File: config.mk
export PLATFORM = sky130hd
export DESIGN_NAME = pdm_fifo
export DESIGN_NICKNAME = d
export VERILOG_FILES = /design/src/rtl/pdm_pkg.sv /design/src/rtl/pdm_fifo.sv
export SDC_FILE = /design/constraint.sdc
export NUM_CORES = 1
export LEC_CHECK = 0
export BUFFER_PORTS_ARGS = -buffer_cell sky130_fd_sc_hd__buf_2
export CORE_ASPECT_RATIO = 0.75
export CORE_MARGIN = 1.5
export CORE_UTILIZATION = 50
export DETAILED_ROUTE_END_ITERATION = 8
export PLACE_DENSITY = 0.71
export SLEW_MARGIN = 20
export SYNTH_ARGS = -nofsm -noshare
export SYNTH_HDL_FRONTEND = slang
export SYNTH_SLANG_ARGS = --single-unit
File: constraint.sdc
create_clock -name clk -period 37.1 [get_ports clk]
set_input_delay 1.855 -clock clk [delete_from_list [all_inputs] [get_ports clk]]
set_output_delay 1.855 -clock clk [all_outputs]
set_load 0.01 [all_outputs]
File: src/rtl/pdm_pkg.sv
// Shared constants, types and helper functions of the particle drift map unit.
`default_nettype none

package pdm_pkg;

    // Fixed-point format
    localparam int FRAC_BITS = 48;
    localparam logic [63:0] ONE    = 64'd1 << FRAC_BITS;
    localparam logic [63:0] S64MAX = 64'h7FFF_FFFF_FFFF_FFFF;
    localparam logic [63:0] S64MIN = 64'h8000_0000_0000_0000;

    // Configuration register map
    localparam int CFG_IDX_W = 3;
    typedef enum logic [CFG_IDX_W-1:0] {
        CFG_DRIFT_LENGTH = 3'd0,
        CFG_REF_MOMENTUM = 3'd1,
        CFG_MASS         = 3'd2,
        CFG_REF_CDT      = 3'd3
    } cfg_idx_t;

    localparam logic [63:0] RST_DRIFT_LENGTH = 64'd591097451092378;
    localparam logic [62:0] RST_REF_MOMENTUM = 63'd281474976710656;
    localparam logic [62:0] RST_MASS         = 63'd0;
    localparam logic [63:0] RST_REF_CDT      = 64'd97108866965176;

    // Queue between front and back
    localparam int QDEPTH = 4;
    localparam int QPTR_W = 2;

    // Unit latencies in cycles, and the divider quotient width
    localparam int MUL_LAT  = 2;
    localparam int SQRT_LAT = 64;
    localparam int DIV_LAT  = 65;
    localparam int QW       = 66;

    // Classified particle handed from front to back
    typedef struct packed {
        logic [63:0] pos_x;
        logic [63:0] pos_y;
        logic [63:0] time_offset;
        logic [63:0] adp;
        logic [63:0] axp;
        logic [63:0] ayp;
        logic [63:0] al;
        logic        sx;
        logic        sy;
    } item_t;

    typedef struct packed {
        logic [QPTR_W:0] count;
    } q_status_t;

    // Magnitude of a two's complement word
    function automatic logic [63:0] mag(input logic [63:0] v);
        return v[63] ? (64'd0 - v) : v;
    endfunction

    // Saturate a wide signed sum to 64 bits
    function automatic logic [63:0] sat68(input logic [67:0] v);
        if (v[67:63] == {5{v[67]}})
            return v[63:0];
        else
            return v[67] ? S64MIN : S64MAX;
    endfunction

endpackage

`default_nettype wire

File: src/rtl/pdm_fifo.sv
// Short queue of classified particles between front and back.
`default_nettype none

module pdm_fifo (
    input  logic              clk,
    input  logic              rst_n,
    input  pdm_pkg::item_t    wr_item,
    input  logic              wr_valid,
    output logic              wr_ready,
    output pdm_pkg::item_t    rd_item,
    output logic              rd_valid,
    input  logic              rd_ready,
    output pdm_pkg::q_status_t status
);
    import pdm_pkg::*;

    item_t           mem [QDEPTH];
    logic [QPTR_W-1:0] wr_ptr_reg;
    logic [QPTR_W-1:0] rd_ptr_reg;
    logic [QPTR_W:0]   count_reg;
    logic              push;
    logic              pop;

    assign wr_ready     = (count_reg != (QPTR_W+1)'(QDEPTH));
    assign rd_valid     = (count_reg != '0);
    assign push         = wr_valid && wr_ready;
    assign pop          = rd_valid && rd_ready;
    assign rd_item      = mem[rd_ptr_reg];
    assign status.count = count_reg;

    // Store pushed transactions
    always_ff @(posedge clk)
    begin
        if (push)
            mem[wr_ptr_reg] <= wr_item;
    end

    // Advance pointers and fill count
    always_ff @(posedge clk or negedge rst_n)
    begin
        if (!rst_n)
        begin
            wr_ptr_reg <= '0;
            rd_ptr_reg <= '0;
            count_reg  <= '0;
        end
        else
        begin
            if (push)
                wr_ptr_reg <= wr_ptr_reg + 1'b1;
            if (pop)
                rd_ptr_reg <= rd_ptr_reg + 1'b1;
            if (push && !pop)
                count_reg <= count_reg + 1'b1;
            else if (pop && !push)
                count_reg <= count_reg - 1'b1;
        end
    end

endmodule

`default_nettype wire

==> qor.yml <==
path_class: "reg2out"
htree_levels: 4
yosys.cell_types.count: 19
grt_overflow: 0
wl_mm: 141
vias: 29800
crit_chain: "buf_4, buf_4, buf_4, buf_4, mux4_2, buf_2"
irDropWorstVdd_mv: 0.0901
synth_area_um2: 65300
crit_path_frequent_cell: "buf_4"
ys_ff_latch: 1807
grt_max_degree: 143
period_minus_slack_ps: 7880
power_mw: 6.28
initialDrtViolationCount: 2563
place.port_buffers: 908
hold_path_class: "reg2reg"
gp_congestion: 0.776
hpwl_mm: 89.9
core-area_um2: 129000
clkTransAtPathRegs_ps: 60
relSlewSlack: 0.284
dpl_worst_slack_ps: 29830
grt_setup_unrepaired: "false"
drv_cap: 0
worstSetupEndpointType: "output pin"
worstPathArrival_ps: 6020
largest_reg_flops: 1800
die_x_um: 420
rows: 114
ys_top_cells_by_area: "edfxtp_1 83%, mux4_2 16%, buf_6 0.53%, buf_2 0.34%, dfrtp_1 0.27%"
cts_buffer_depth: 3
synth_top_cell_area_share: 0.828
leakage_nw: 25.9
worst_pin_slew_ps: 1070
fillers: 9028
cp.required_ps: 35240
postCtsHoldBufs: 0
antenna_found_initial: 66
fin_util: 0.596
slew_viol_final: 0
dieHeight_um: 316
ctsResizeCount: 0
setup_ws_ps: 29220
synth-main-ff-cell: "edfxtp_1"
cts_sinks: 1807
grt_pass1_wl_mm: 201
cts_buffers: 164
crit_path_top_delay_cell: "dfrtp_4"
io_pins: 909
r2r_cells: 6
cts_setup_buffers: 0
cts_tree: "done"
post_synth.cell_area_avg_um2: 27.4
async_reset_ff_frac: 0.00387
nets: 3860
syn_nets: 2845
yosysWarnings: 0
avgViaCountPerCell: 5.61
synthCells: 2385
reg2reg_to: "mem[1][135]$_DFFE_PP_"
fin_skew_ps: 18.6
top_register: "mem"
initial_core_util: 0.505
synth-edff-count: 1800
first_pass_iters: 5
clock_latency_ps: 790
tns_ps: 0
synth_top_cell_by_area: "edfxtp_1"
antenna_left: 0
min_from: "status[2]$_DFFE_PN0P_"
dieArea_um2: 133000
grt_usage: 0.209
reg2reg_slack_ps: 32430
max_freq_mhz: 127
area_delta_synth_final_pct: 18.0
final.period_utilization: 0.212
hold_viol_final: 0
power.density_nw_per_um2: 81.6
hold_path_depth: 1
outcome: "complete, no violations"
setup_viol: 0
grt_pass1_vias: 29900
yosysSeqAreaShare: 0.831
worst-path-max-fanout: 47
min_to: "status[2]$_DFFE_PN0P_"
wl_per_cell_um: 26.5
drive_gt1_frac: 0.466
r2r-start: "status[0]$_DFFE_PN0P_"
cts-root-buf: "clkbuf_16"
slowest_delay_ps: 1040
drt_drc_violations_left: 0
start_kind: "flop"
hold_slack_ps: 569
-- through the flow --
step | std cells | cell area (um^2)
floorplan | 2385 | 65300
global placement | 4974 | 71700
detailed placement | 4974 | 71700
CTS | 5271 | 76900
global route | 5296 | 77000
finish | 5313 | 77000
-- placed cells by master, fill, tap and decap left out, types with 9 or more instances in the layout --
master     Yosys  layout
clkbuf_16      0     171
bufinv_16      0      10
mux4_2       450     450
buf_4          6      37
clkinv_1       0      20
inv_6          0       9
clkbuf_1      18      39
buf_2         45     908
edfxtp_1    1800    1800
diode_2        0      42
clkinv_2       0      34
-- Yosys cell counts, types with 2 or more instances --
| library cell | count |
|---|---|
| xnor2_1 | 4 |
| buf_6 | 31 |
| mux2_2 | 2 |
| dfrtp_1 | 7 |
| nand2_1 | 2 |
| clkbuf_1 | 18 |
| and2_1 | 4 |
| edfxtp_1 | 1800 |
| buf_2 | 45 |
| mux4_2 | 450 |
| ha_1 | 5 |
| nor2_1 | 2 |
| inv_1 | 3 |
| xor2_1 | 2 |
| buf_4 | 6 |
-- cell type report --
class	instances	area, um^2	area share
flip-flops and latches	1807	54200	0.704
clock inverters	87	786	0.0102
multi-input cells	475	10400	0.135
repair buffers	949	4900	0.0637
clock buffers	210	4430	0.0575
inverters	3	11.3	0.000146
diodes	42	105	0.00136
well taps	1740	2180	0.0283
-- logic make-up after synthesis --
| kind of cell | after synthesis | share of synthesized area |
|---|---|---|
| xor+xnor | 6 | 0.000805 |
| mux | 452 | 0.156 |
| compound gates | 1 | 0.000172 |
| buf+inv | 103 | 0.0107 |
| simple gates | 10 | 0.000786 |
| flops | 1807 | 0.831 |
| fa+ha+maj | 6 | 0.00127 |
-- power breakdown --
part           switching, mW  internal [mW]
sequential             0.111           2.70
clock                  0.724          0.919
combinational           1.05          0.777
total                   1.89           4.39
-- critical path, delay by kind of cell (launching register included) --
kind	cells	cell delay, ps
multiplexers	1	640
flip-flops	1	1040
buffers and inverters	5	3350
-- worst max-delay path by stage --
stage,depth (start not counted),to,from
2_1_floorplan,2,mem[0][0]$_DFFE_PP_,wr_valid
6_report,6,rd_item[257],rd_ptr_reg[0]$_DFFE_PN0P_
3_3_place_gp,6,rd_item[257],rd_ptr_reg[0]$_DFFE_PN0P_
3_5_place_dp,6,rd_item[246],rd_ptr_reg[0]$_DFFE_PN0P_
5_1_grt,6,rd_item[257],rd_ptr_reg[0]$_DFFE_PN0P_
4_1_cts,6,rd_item[257],rd_ptr_reg[0]$_DFFE_PN0P_
-- metal layers --
metal | vias to the layer above | routed length (um) | track usage
li1 | 12500 | - | -
met1 | 15700 | 52600 | 0.262
met2 | 1171 | 71300 | 0.338
met3 | 334 | 10800 | 0.0643
met4 | 52 | 5640 | 0.0970
met5 | - | 328 | 0
No activity file was read; power rests on OpenSTA's default activity.
