<file path="config.mk">
export PLATFORM = sky130hd
export DESIGN_NAME = pdm_front_flat
export DESIGN_NICKNAME = d
export VERILOG_FILES = /design/src/rtl/pdm_pkg.sv /design/src/rtl/pdm_chan_if.sv /design/src/rtl/pdm_front.sv /design/src/flat_wrapper.sv
export SDC_FILE = /design/constraint.sdc
export NUM_CORES = 1
export LEC_CHECK = 0
export ABC_AREA = 1
export BUFFER_PORTS_ARGS = -buffer_cell sky130_fd_sc_hd__buf_2
export CAP_MARGIN = 25
export CELL_PAD_IN_SITES_DETAIL_PLACEMENT = 2
export CELL_PAD_IN_SITES_GLOBAL_PLACEMENT = 2
export CORE_AREA = 3 3 349 351
export DETAILED_ROUTE_END_ITERATION = 8
export DIE_AREA = 0 0 352 354
export GPL_ROUTABILITY_DRIVEN = 0
export PLACE_DENSITY = 0.6
export REMOVE_ABC_BUFFERS = 1
export SYNTH_ARGS = -nofsm -noshare
export SYNTH_HDL_FRONTEND = slang
export SYNTH_SLANG_ARGS = --single-unit
</file>
<file path="constraint.sdc">
create_clock -name clk -period 37.4 [get_ports clk]
set_input_delay 3.74 -clock clk [delete_from_list [all_inputs] [get_ports clk]]
set_output_delay 3.74 -clock clk [all_outputs]
set_load 0.03 [all_outputs]
</file>
<file path="src/rtl/pdm_pkg.sv">
// Shared constants, types and helper functions of the particle drift map unit.
`default_nettype none

package pdm_pkg;

    // Fixed-point format
    localparam int FRAC_BITS = 48;
    localparam logic [63:0] ONE    = 64'd1 << FRAC_BITS;
    localparam logic [63:0] S64MAX = 64'h7FFF_FFFF_FFFF_FFFF;
    localparam logic [63:0] S64MIN = 64'h8000_0000_0000_0000;

    // Configuration register map
    localparam int CFG_IDX_W = 3;
    typedef enum logic [CFG_IDX_W-1:0] {
        CFG_DRIFT_LENGTH = 3'd0,
        CFG_REF_MOMENTUM = 3'd1,
        CFG_MASS         = 3'd2,
        CFG_REF_CDT      = 3'd3
    } cfg_idx_t;

    localparam logic [63:0] RST_DRIFT_LENGTH = 64'd591097451092378;
    localparam logic [62:0] RST_REF_MOMENTUM = 63'd281474976710656;
    localparam logic [62:0] RST_MASS         = 63'd0;
    localparam logic [63:0] RST_REF_CDT      = 64'd97108866965176;

    // Queue between front and back
    localparam int QDEPTH = 4;
    localparam int QPTR_W = 2;

    // Unit latencies in cycles, and the divider quotient width
    localparam int MUL_LAT  = 2;
    localparam int SQRT_LAT = 64;
    localparam int DIV_LAT  = 65;
    localparam int QW       = 66;

    // Classified particle handed from front to back
    typedef struct packed {
        logic [63:0] pos_x;
        logic [63:0] pos_y;
        logic [63:0] time_offset;
        logic [63:0] adp;
        logic [63:0] axp;
        logic [63:0] ayp;
        logic [63:0] al;
        logic        sx;
        logic        sy;
    } item_t;

    typedef struct packed {
        logic [QPTR_W:0] count;
    } q_status_t;

    // Magnitude of a two's complement word
    function automatic logic [63:0] mag(input logic [63:0] v);
        return v[63] ? (64'd0 - v) : v;
    endfunction

    // Saturate a wide signed sum to 64 bits
    function automatic logic [63:0] sat68(input logic [67:0] v);
        if (v[67:63] == {5{v[67]}})
            return v[63:0];
        else
            return v[67] ? S64MIN : S64MAX;
    endfunction

endpackage

`default_nettype wire

</file>
<file path="src/rtl/pdm_chan_if.sv">
// Particle input and result output channel interfaces.
`default_nettype none

interface pdm_in_if;
    logic        valid;
    logic        ready;
    logic [63:0] pos_x;
    logic [63:0] slope_x;
    logic [63:0] pos_y;
    logic [63:0] slope_y;
    logic [63:0] time_offset;
    logic [63:0] momentum_dev;

    modport source (output valid, pos_x, slope_x, pos_y, slope_y, time_offset,
                    momentum_dev, input ready);
    modport sink (input valid, pos_x, slope_x, pos_y, slope_y, time_offset,
                  momentum_dev, output ready);
endinterface


`default_nettype wire

</file>
<file path="src/rtl/pdm_front.sv">
// Front end: accepts particles and classifies them into magnitudes and signs.
`default_nettype none

module pdm_front (
    input  logic          clk,
    input  logic          rst_n,
    pdm_in_if.sink        particle,
    input  logic [63:0]   drift_length,
    output pdm_pkg::item_t item,
    output logic          item_valid,
    input  logic          item_ready
);
    import pdm_pkg::*;

    item_t       item_reg;
    item_t       item_next;
    logic        vld_reg;
    logic [63:0] dp;

    assign particle.ready = !vld_reg || item_ready;
    assign item           = item_reg;
    assign item_valid     = vld_reg;

    // Classify the incoming particle
    always_comb
    begin
        dp = particle.momentum_dev + ONE;
        if (!particle.momentum_dev[63] && dp[63])
            dp = S64MAX;
        item_next.pos_x       = particle.pos_x;
        item_next.pos_y       = particle.pos_y;
        item_next.time_offset = particle.time_offset;
        item_next.adp         = mag(dp);
        item_next.axp         = mag(particle.slope_x);
        item_next.ayp         = mag(particle.slope_y);
        item_next.al          = mag(drift_length);
        item_next.sx          = particle.slope_x[63] ^ drift_length[63];
        item_next.sy          = particle.slope_y[63] ^ drift_length[63];
    end

    // Hold the classified transaction until the queue takes it
    always_ff @(posedge clk or negedge rst_n)
    begin
        if (!rst_n)
            vld_reg <= 1'b0;
        else if (particle.ready)
            vld_reg <= particle.valid;
    end

    always_ff @(posedge clk)
    begin
        if (particle.ready && particle.valid)
            item_reg <= item_next;
    end

endmodule

`default_nettype wire

</file>
<file path="src/flat_wrapper.sv">
// flat-port wrapper written by rule: the top's interface ports become plain ports
module pdm_front_flat import pdm_pkg::*;
  (clk, rst_n, drift_length, item, item_valid, item_ready, particle_valid, particle_pos_x, particle_slope_x, particle_pos_y, particle_slope_y, particle_time_offset, particle_momentum_dev, particle_ready);
  pdm_in_if particle_i ();
  input  logic clk;
  input  logic rst_n;
  input  logic [63:0] drift_length;
  output pdm_pkg::item_t item;
  output logic item_valid;
  input  logic item_ready;
  input wire logic [$bits(particle_i.valid)-1:0] particle_valid;
  input wire logic [$bits(particle_i.pos_x)-1:0] particle_pos_x;
  input wire logic [$bits(particle_i.slope_x)-1:0] particle_slope_x;
  input wire logic [$bits(particle_i.pos_y)-1:0] particle_pos_y;
  input wire logic [$bits(particle_i.slope_y)-1:0] particle_slope_y;
  input wire logic [$bits(particle_i.time_offset)-1:0] particle_time_offset;
  input wire logic [$bits(particle_i.momentum_dev)-1:0] particle_momentum_dev;
  output wire logic [$bits(particle_i.ready)-1:0] particle_ready;
  assign particle_i.valid = particle_valid;
  assign particle_i.pos_x = particle_pos_x;
  assign particle_i.slope_x = particle_slope_x;
  assign particle_i.pos_y = particle_pos_y;
  assign particle_i.slope_y = particle_slope_y;
  assign particle_i.time_offset = particle_time_offset;
  assign particle_i.momentum_dev = particle_momentum_dev;
  assign particle_ready = particle_i.ready;
  pdm_front u_core (.clk(clk), .rst_n(rst_n), .particle(particle_i), .drift_length(drift_length), .item(item), .item_valid(item_valid), .item_ready(item_ready));
endmodule
</file>
==> metrics.md, run 1 <==
| Metric | Value |
|---|---|
| Master cell of the clock root buffer | sky130_fd_sc_hd__clkbuf_16 |
| Rows | 127 |
| Total setup violations reported at the end of the flow | 0 |
| Final core utilization | 0.264 |
| Largest net degree at the start of global routing | 138 |
| Post-layout nets | between 3k and 4k |
| Number of buffers added on ports | around 900 |
| Number of setup buffers added after CTS | 0 |
| CP arrival | about 4.2 ns |
| Placed Instance Area | between 20000 and 30000 sq um |
| Commonest cells after routing, fill and taps aside | 903 x sky130_fd_sc_hd__buf_2, 450 x sky130_fd_sc_hd__edfxtp_1, 417 x sky130_fd_sc_hd__nand2_1 |
| Met1 routing resource usage after global routing | 0.210 |
| Average cell area after synthesis | just under 10 sq um |
| Total count of max-transition violations in the final report | 0 |
| DIE AREA | 125000 sq um |
| Sinks on the clock net | ~450 |
| DRC violation total after the first TritonRoute iteration | roughly 1.2k |
| Width of the die | 352 microns |
| Max Root-Sink Buffers | 3 |
| Proportion of layout cells with a drive suffix above 1 | 0.335 |
| Antenna-violating nets left | 0 |
| Router iterations before antenna repair | 5 |
| Proportion of synthesized chip area in sequential cells | 0.589 |
| Number of standard cells in the layout, taps in and fillers out | around 5k |
| Number of buffers added by the clock tree synthesis step | 56 |
| Crit. End Element | output pin |
| Num ports | 904 |
| Count of cells resized by post-cts repair | 0 |
| Leakage power total | roughly 14 nW |
| IR drop worst, VDD | around 0.034 mV |
| Power Density | approximately 46 nW/um^2 |
| Global-route congestion overflow total | 0 |
| Source-to-sink clock delay at the later pin of the worst-skew pair | about 0.66 ns |
| Post-route DRC | 0 |
| Hold WC Path Type | flop to flop |
| Critical Path Start Type | input port |
| Final number of hold-violating endpoints | 0 |
| Sum of routed wire length over all layers | 122000 microns |
| Yosys synthesis warning count | 0 |
| Number of unique standard cell types used by synthesis | 46 |
| Leading cell type in the layout, fill and taps excluded | sky130_fd_sc_hd__buf_2 |
| Clock skew after layout | about 0.037 ns |
| H-tree levels | 2 |
| Final instance area | roughly 32000 sq um |
| Overall die height | ~350 microns |
| Maximum net fanout on the critical path | 2 |
| Number of global-route vias before repair | 22.3k |
| Worst rel slew slack | 0.350 |
| Worst Hold Margin | about 0.6 ns |
| Total GRT Usage | 0.189 |
| Initial antenna violation count | 66 |
| Transition time at the pin with the least slew margin | 0.974 ns |
| Final-layout setup total negative slack | 0 ns |
| Clock tree from TritonCTS | yes |
| Number of vias after detailed routing | around 21k |
| Starting density of the core | 0.193 |
| First-pass GRT wire length | about 170000 microns |
| Drt via density | 4.21 |
| Post-DP HPWL | slightly above 100000 microns |
| Run status | completed |
| MaxCap Viol Count | 0 |
| Routing usage on met3 | 0.0543 |
| Number of cells in the design after placement | just under 5k |
| Number of register bits inferred by synthesis | 451 |
| Total of fill cells in the finished design | roughly 14k |
| Setup repair after global routing missed its margin | false |
| Routed length per placed instance | between 20 and 25 microns |
| Layout area overhead | 37.1% |
| Post-route clock period utilization | 0.213 |
| Gr busiest metal | met2 |
| Core box area | around 120000 sq um |
| Post-Syn Instances | between 2k and 2.5k |
| M2 GR Usage | 0.345 |
| Hold buffer count at CTS | 0 |
| Min cycle time layout | 7.95 ns |
| Endpoint required time on the critical path | ~34 ns |
| Maximum frequency from static timing analysis | about 130 MHz |
| Largest register FFs | 450 |
| Classification of the worst setup path | input port to output pin |
| Reg clk slew, reported paths | around 0.06 ns |
| Netlist Area Pre-Place | about 23000 sq um |
-- where the power goes --
| group | total (mW) | leakage (nW) | internal (mW) | switching, mW |
|---|---|---|---|---|
| sequential | 0.610 | 4.30 | 0.599 | 0.0110 |
| combinational | 0.235 | 8.30 | 0.0626 | 0.172 |
| clock | 0.598 | 0.961 | 0.354 | 0.244 |
| total | 1.44 | 13.6 | 1.02 | 0.428 |
-- critical path, cell delays in order --
cell and delay [ns]:
sky130_fd_sc_hd__buf_2 0.10, sky130_fd_sc_hd__inv_1 0.09, sky130_fd_sc_hd__nand2_1 0.09, sky130_fd_sc_hd__buf_2 0.19
-- Yosys cell counts, drive strengths merged --
master	n	area (sq um)
o211ai	6	45.0
clkbuf	24	90.1
nand4	53	332
inv	334	1250
and3	3	18.8
xnor2	56	490
nand2	443	1730
a31oi	10	62.6
nand3b	15	129
and2	1	6.26
or2	7	43.8
xor2	145	1270
a211oi	1	7.51
o31ai	2	15.0
o21ai	96	495
edfxtp	450	13500
nor4	29	181
buf	17	144
nor3	51	292
ha	5	62.6
nor2	381	1520
clkinv	2	7.51
o41ai	2	17.5
or3	1	6.26
a21oi	27	135
dfrtp	1	25.0
nand3	185	1090
-- per-layer routing --
layer  part of all wire  vias to the layer above
met5            0.00084                        -
met4              0.040                       16
met3              0.067                      186
met2               0.51                      641
met1               0.38                    10405
li1                   -                     9720
-- per-stage QoR --
stage                     power [mW]  worst slack [ns]
after floorplan                0.770             10.66
final                           1.44             29.45
after global placement         0.854             29.44
after global routing            1.50             29.40
after detailed placement       0.858             29.44
after CTS                       1.47             29.44
-- logic make-up (layout without fill, tap and decap cells) --
logic type	count (synthesis)	count (layout)	synth area share
compound gates	144	144	0.0339
xor+xnor	201	201	0.0766
fa+ha+maj	5	5	0.00272
buf+inv	377	1359	0.0650
flops	451	451	0.589
other cells	0	35	0
simple gates	1169	1169	0.233
-- layout make-up --
type,count,area (sq um),area share
sequential,451,13500,0.429
multi-input combinational,1519,7980,0.253
timing repair buffer,919,4650,0.148
tap,1612,2020,0.0640
clock buffer,66,1440,0.0456
inverter,336,1260,0.0400
clock inverter,38,553,0.0175
antenna,35,87.6,0.00278
-- final timing paths --
check	startpoint	end	slack [ns]	depth (start not counted)
max	item_ready	particle_ready	29.45	4
min	u_core.item_valid	u_core.item_valid	0.61	2
max reg2reg	u_core.item_valid	u_core.item[294]	33.42	4
min reg2reg	u_core.item_valid	u_core.item_valid	0.61	2
max in group asynchronous	rst_n	u_core.item_valid	34.30	1
min in group asynchronous	rst_n	u_core.item_valid	2.93	1
Power figures use the tool's default switching activity.
==> run 2, diff against run 1 <==
--- a/config.mk
+++ b/config.mk
@@ -14,7 +14,7 @@
 export DETAILED_ROUTE_END_ITERATION = 8
 export DIE_AREA = 0 0 352 354
 export GPL_ROUTABILITY_DRIVEN = 0
-export PLACE_DENSITY = 0.6
+export PLACE_DENSITY = 0.62
 export REMOVE_ABC_BUFFERS = 1
 export SYNTH_ARGS = -nofsm -noshare
 export SYNTH_HDL_FRONTEND = slang
==> constraint.sdc (replaced) <==
create_clock -name clk -period 7.3 [get_ports clk]
set_input_delay 0.73 -clock clk [delete_from_list [all_inputs] [get_ports clk]]
set_output_delay 0.73 -clock clk [all_outputs]
set_load 0.03 [all_outputs]
==> metrics.md, run 2 (same netlist as run 1, synthesis figures left out) <==
| Metric | Value |
|---|---|
| First-pass GRT wire length | about 170000 microns |
| Routed length per placed instance | between 20 and 25 microns |
| Critical Path Start Type | input port |
| Post-layout nets | 3742 |
| Largest net degree at the start of global routing | 146 |
| DRC violation total after the first TritonRoute iteration | 1284 |
| Post-DP HPWL | slightly above 100000 microns |
| Capturing point of the worst reg2reg path | u_core.item[83] |
| Post-route DRC | 0 |
| Post-route clock period utilization | 0.492 |
| Total Power | 7.21 mW |
| Power Density | 230 nW/um^2 |
| Source-to-sink clock delay at the later pin of the worst-skew pair | 0.63 ns |
| Startpoint of the tightest hold check path | particle_time_offset[3] |
| Overall die height | 354 microns |
| Startpoint of the lowest-slack register-to-register path | u_core.item_valid |
| Transition time at the pin with the least slew margin | 1.07 ns |
| Antenna-violating nets left | 0 |
| Drt via density | between 4 and 5 |
| MaxCap Viol Count | 0 |
| Initial antenna violation count | 60 |
| DIE AREA | roughly 120000 sq um |
| Final core utilization | 0.263 |
| Starting density of the core | 0.193 |
| Number of vias after detailed routing | 20.9k |
| H-tree levels | 2 |
| Number of buffers added by the clock tree synthesis step | 57 |
| Layout area overhead | 36.4% |
| Clock tree from TritonCTS | yes |
| Sinks on the clock net | approximately 450 |
| Total of fill cells in the finished design | 13.7k |
| Slack of the worst reg-to-reg path | 4.59 ns |
| Largest stage delay on the critical path | between 0.4 and 0.5 ns |
| Number of setup buffers added after CTS | 0 |
| Number of buffers added on ports | ~900 |
| Min cycle time layout | ~3.6 ns |
| Leakage power total | 13.5 nW |
| Run status | completed |
| Router iterations before antenna repair | 5 |
| Sum of routed wire length over all layers | 122000 microns |
| Number of global-route vias before repair | 22.5k |
| Placement-stage worst setup slack | around 3.1 ns |
| Maximum frequency from static timing analysis | roughly 280 MHz |
| Setup repair after global routing missed its margin | false |
| Total count of max-transition violations in the final report | 0 |
| Num ports | ~900 |
| Slowest stage cell on the critical path | sky130_fd_sc_hd__inv_1 |
| Clock skew after layout | roughly 0.0082 ns |
| Total setup violations reported at the end of the flow | 0 |
| Worst Hold Margin | 0.267 ns |
| Crit. End Element | flop |
| Number of stages on the worst hold path | 1 |
| Core box area | about 120000 sq um |
| Maximum net fanout on the critical path | 39 |
| Rows | roughly 130 |
| Cell chain of the critical path | buf_2 -> nand2_2 -> inv_2 -> nand2_1 -> nor2_2 -> nand3_4 -> inv_1 -> nor2_1 -> ha_1 -> inv_1 -> nor2_1 -> nand3_1 -> nor2_4 -> nand2_1 -> nor2_4 -> nand2_2 -> o21ai_2 -> nand2_1 -> nand2_1 -> nand2_1 |
| Most common cell type on the critical path | sky130_fd_sc_hd__nand2_1 |
| Proportion of layout cells with a drive suffix above 1 | 0.333 |
| Reg clk slew, reported paths | approximately 0.06 ns |
| Worst-case hold path end point | u_core.item[261] |
| Total GRT Usage | 0.189 |
| IR drop worst, VDD | roughly 0.18 mV |
| Endpoint required time on the critical path | 7.69 ns |
| Hold WC Path Type | input port to flop |
| Global-route congestion overflow total | 0 |
| Final number of hold-violating endpoints | 0 |
| Leading cell type in the layout, fill and taps excluded | sky130_fd_sc_hd__buf_2 |
| Number of cells on the worst reg-to-reg path | 3 |
| Crit path setup slack, layout | 3.71 ns |
| Width of the die | around 350 microns |
| Master cell of the clock root buffer | sky130_fd_sc_hd__clkbuf_16 |
| Commonest cells after routing, fill and taps aside | 903 x sky130_fd_sc_hd__buf_2, 450 x sky130_fd_sc_hd__edfxtp_1, 417 x sky130_fd_sc_hd__nand2_1 |
| Final-layout setup total negative slack | 0 ns |
| Classification of the worst setup path | input port to flop |
| Worst rel slew slack | 0.285 |
| Largest register FFs | 450 |
| Max Root-Sink Buffers | 3 |
| CP arrival | 3.98 ns |
## run 2: how the worst max path moves through the flow
stage / start / end / slack [ns] / cells past startpoint
floorplan: particle_valid / u_core.item[0] / -16.43 / 2
detailed placement: particle_momentum_dev[59] / u_core.item[246] / 3.13 / 20
global route: particle_momentum_dev[59] / u_core.item[234] / 3.48 / 20
global placement: particle_momentum_dev[59] / u_core.item[256] / 3.22 / 21
CTS: particle_momentum_dev[59] / u_core.item[234] / 3.82 / 20
finish: particle_momentum_dev[59] / u_core.item[234] / 3.71 / 20
## run 2: critical path: cells and delay by family
kind	cells	cell delay [ns]
AO/OA/AOI/OAI	1	0.18
adder cells (fa/ha/maj)	1	0.17
buffers and inverters	4	0.66
AND/OR/NAND/NOR	14	2.21
## run 2: final cells by class
cell class                 count  area (sq um)  area share
multi-input combinational   1519          7970       0.254
antenna                       21          52.6     0.00168
tap                         1612          2020      0.0643
sequential                   451         13500       0.432
inverter                     336          1260      0.0402
clock buffer                  67          1460      0.0467
timing repair buffer         920          4670       0.149
clock inverter                36           383      0.0122
## run 2: repair_timing
action | CTS | global route
gates resized for setup | 0 | 0
hold endpoints to repair | 1 | 0
hold buffers | 1 | 0
endpoints found under the setup margin | 0 | 0
## run 2: power by group
group / internal (mW) / switching (mW)
logic: 0.322 / 0.880
clock network: 1.65 / 1.23
registers: 3.07 / 0.0632
## run 2: per-stage QoR
step	instances	cell area, sq um
after detailed placement	4837	29500
after floorplan	2306	22800
after global placement	4837	29500
final	4962	31400
after global routing	4954	31300
after CTS	4941	31300
## run 2: per-layer routing
| layer | wire length (microns) | track usage | share of wire | up-vias |
|---|---|---|---|---|
| li1 | - | - | - | 9703 |
| met1 | 49500 | 0.224 | 0.41 | 10428 |
| met2 | 62200 | 0.344 | 0.51 | 618 |
| met3 | 6330 | 0.0409 | 0.052 | 175 |
| met4 | 3580 | 0.0495 | 0.029 | 4 |
| met5 | 18 | 0 | 0.00015 | - |
==> run 3, diff against run 2 <==
--- a/config.mk
+++ b/config.mk
@@ -5,7 +5,7 @@
 export SDC_FILE = /design/constraint.sdc
 export NUM_CORES = 1
 export LEC_CHECK = 0
-export ABC_AREA = 1
+export ABC_AREA = 0
 export BUFFER_PORTS_ARGS = -buffer_cell sky130_fd_sc_hd__buf_2
 export CAP_MARGIN = 25
 export CELL_PAD_IN_SITES_DETAIL_PLACEMENT = 2
@@ -14,7 +14,7 @@
 export DETAILED_ROUTE_END_ITERATION = 8
 export DIE_AREA = 0 0 352 354
 export GPL_ROUTABILITY_DRIVEN = 0
-export PLACE_DENSITY = 0.62
+export PLACE_DENSITY = 0.52
 export REMOVE_ABC_BUFFERS = 1
 export SYNTH_ARGS = -nofsm -noshare
 export SYNTH_HDL_FRONTEND = slang
==> constraint.sdc (replaced) <==
create_clock -name clk -period 3.6 [get_ports clk]
set_input_delay 0.36 -clock clk [delete_from_list [all_inputs] [get_ports clk]]
set_output_delay 0.36 -clock clk [all_outputs]
set_load 0.03 [all_outputs]
==> metrics.md, run 3 <==
| Metric | Value |
|---|---|
| Post-route DRC | 0 |
| Clock skew after layout | between 0.02 and 0.03 ns |
| Proportion of layout cells with a drive suffix above 1 | 0.392 |
| MaxCap Viol Count | 0 |
| Starting density of the core | 0.165 |
| Antenna-violating nets left | 0 |
| Routing usage on met3 | 0.0462 |
| H-tree levels | 2 |
| Worst Hold Margin | ~0.067 ns |
| Critical Path Start Type | input port |
| Kind of cell with the highest combined delay on the critical path | simple AND/OR/NAND/NOR gates |
| Router iterations before antenna repair | 5 |
| Reg clk slew, reported paths | about 0.050 ns |
| Endpoint required time on the critical path | about 4.0 ns |
| Average cell area after synthesis | ~14 sq um |
| Master cell of the clock root buffer | sky130_fd_sc_hd__clkbuf_16 |
| Part of the power in combinational logic | 0.173 |
| Initial antenna violation count | 29 |
| Post-DP HPWL | 82900 microns |
| Number of vias after detailed routing | 17.6k |
| Post-Syn Instances | between 1k and 1.5k |
| Area share of the largest cell type after synthesis | 0.686 |
| IR drop worst, VDD | 0.349 mV |
| Number of register bits inferred by synthesis | between 400 and 500 |
| Max Root-Sink Buffers | 3 |
| Netlist Area Pre-Place | 19700 sq um |
| Drt via density | 4.03 |
| Source-to-sink clock delay at the later pin of the worst-skew pair | roughly 0.65 ns |
| Number of buffers added by the clock tree synthesis step | between 50 and 60 |
| DRC violation total after the first TritonRoute iteration | between 800 and 900 |
| Layout area overhead | 61.8% |
| Number of cells in the design after placement | between 3k and 4k |
| Transition time at the pin with the least slew margin | ~0.97 ns |
| Cell chain of the critical path | dlygate4sd3_1 -> buf_2 -> inv_1 -> ha_1 -> nand2b_1 -> or4b_2 -> nor4_1 -> buf_4 -> nand2_1 -> buf_12 -> o41ai_2 -> xnor2_1 |
| Leading cell type in the layout, fill and taps excluded | sky130_fd_sc_hd__buf_2 |
| Largest net degree at the start of global routing | between 90 and 100 |
| Min cycle time layout | 3.48 ns |
| Total setup violations reported at the end of the flow | 0 |
| Core box area | between 100000 and 150000 sq um |
| Total GRT Usage | 0.163 |
| Final instance area | 31900 sq um |
| Total count of max-transition violations in the final report | 0 |
| Placed Instance Area | between 20000 and 30000 sq um |
| DIE AREA | 125000 sq um |
| Bufs and invs on worst path | 5 |
| Post-layout nets | between 3k and 4k |
| Maximum frequency from static timing analysis | around 290 MHz |
| Number of setup buffers added after CTS | 0 |
| M2 GR Usage | 0.287 |
| Fraction of power spent switching nets | 0.286 |
| Reported net switching power | ~4.2 mW |
| Synth area leaders | sky130_fd_sc_hd__edfxtp_1 69%, sky130_fd_sc_hd__xnor2_1 8.7%, sky130_fd_sc_hd__o31ai_1 2.4% |
| Sum of routed wire length over all layers | ~110000 microns |
| Num ports | between 900 and 1k |
| Total Power | 14.8 mW |
| Hold WC Path Type | input port to flop |
| Overall die height | between 300 and 400 microns |
| Global-route congestion overflow total | 0 |
| Largest stage delay on the critical path | a little under 0.8 ns |
| Post-route clock period utilization | 0.966 |
| Number of unique standard cell types used by synthesis | between 60 and 70 |
| Post-synth top cells | 450 x sky130_fd_sc_hd__edfxtp_1, 196 x sky130_fd_sc_hd__xnor2_1, 89 x sky130_fd_sc_hd__nand2_1, 74 x sky130_fd_sc_hd__o21ai_0, 64 x sky130_fd_sc_hd__o31ai_1 |
| Final number of hold-violating endpoints | 0 |
| Part of the power in the clock network | 0.398 |
| Gr busiest metal | met2 |
| Classification of the worst setup path | input port to flop |
| Asr flop ratio synth | 0.00222 |
| Sinks on the clock net | approximately 450 |
| Number of buffers added on ports | about 900 |
| Largest register FFs | between 400 and 500 |
| Number of standard cells in the layout, taps in and fillers out | approximately 4.4k |
| Proportion of synthesized chip area in sequential cells | 0.687 |
| Worst rel slew slack | 0.349 |
| Number of global-route vias before repair | approximately 20k |
| Routed length per placed instance | 24.1 microns |
| Sequential power share | 0.429 |
| Run status | completed |
| Cell Int Power | 10.6 mW |
| Leading cell type by number of instances after synthesis | sky130_fd_sc_hd__edfxtp_1 |
| First-pass GRT wire length | 148000 microns |
| Crit. End Element | flop |
| Leading register cell type out of synthesis | sky130_fd_sc_hd__edfxtp_1 |
| Width of the die | 352 microns |
| Slowest stage cell on the critical path | sky130_fd_sc_hd__or4b_2 |
| Rows | ~130 |
| Met1 routing resource usage after global routing | 0.183 |
| Final-layout setup total negative slack | 0 ns |
| Yosys synthesis warning count | 0 |
| Leakage power total | approximately 12 nW |
| Commonest cells after routing, fill and taps aside | 902 x sky130_fd_sc_hd__buf_2, 450 x sky130_fd_sc_hd__edfxtp_1, 330 x sky130_fd_sc_hd__dlygate4sd3_1 |
| Clock tree from TritonCTS | yes |
| Setup repair after global routing missed its margin | false |
| Power Density | between 400 and 500 nW/um^2 |
| Maximum net fanout on the critical path | 8 |
| CP arrival | 3.84 ns |
| EDFF count, synth | 450 |
| Cell type with the highest aggregate area in the netlist | sky130_fd_sc_hd__edfxtp_1 |
## run 3: changes by cell type in the layout (fill, tap and decap cells not counted), sizes merged, moves of 140 or more
cell,delta
nand2,-354
inv,-327
nand3,-161
xnor2,+140
dlygate4sd3,+329
nor2,-318
## run 3: power by group through the flow
stage	combinational, mW	sequential [mW]	clock (mW)
5_1_grt	2.72	6.37	6.32
6_report	2.56	6.34	5.89
4_1_cts	2.58	6.34	6.11
3_3_place_gp	2.21	6.43	0
2_1_floorplan	0.493	7.22	0
3_5_place_dp	2.26	6.44	0
## run 3: routing by layer
layer / vias up / part of all wire / wire length (microns)
li1: 8044 / - / -
met1: 8773 / 0.39 / 41100
met2: 578 / 0.50 / 53100
met3: 189 / 0.062 / 6520
met4: 14 / 0.043 / 4570
met5: - / 0.00087 / 92
## run 3: cell type report
| class | count | area, sq um |
|---|---|---|
| fillers | 13118 | 87500 |
| flip-flops and latches | 451 | 13500 |
| repair buffers | 1292 | 8360 |
| multi-input cells | 877 | 5960 |
| well taps | 1612 | 2020 |
| clock buffers | 69 | 1510 |
| clock inverters | 41 | 398 |
| diodes | 20 | 50.0 |
| inverters | 8 | 30.0 |
## run 3: stage by stage
stage / utilization / worst slack, ns
floorplan: - / -8.29
global placement: 0.223 / -0.634
detailed placement: 0.223 / -0.117
CTS: 0.267 / 0.193
global route: 0.267 / 0.0250
finish: 0.267 / 0.123
## run 3: cell families after synthesis
group	synth area share
DFF	0.687
xor gates and xnor gates	0.0947
and+or+nand+nor	0.109
muxes	0.00864
buffers and inverters	0.0109
AOI/OAI and AO/OA	0.0868
adders and majority gates	0.00318
## run 3: repair_timing
action / 4_1_cts / 5_1_grt
endpoints found under the hold margin: 330 / 0
gates resized for setup: 0 / 0
hold buffers: 330 / 0
## run 3: path summary, 6_finish.rpt
| check | cells past startpoint | slack [ns] | start | to |
|---|---|---|---|---|
| worst max-delay path | 12 | 0.12 | drift_length[0] | u_core.item[58] |
| worst min-delay path | 2 | 0.07 | drift_length[26] | u_core.item[28] |
| worst max register to register | 4 | 1.31 | u_core.item_valid | u_core.item[36] |
| worst min register to register | 2 | 0.91 | u_core.item_valid | u_core.item_valid |
| max in group asynchronous | 3 | 2.94 | rst_n | u_core.item_valid |
| min in group asynchronous | 3 | 0.56 | rst_n | u_core.item_valid |
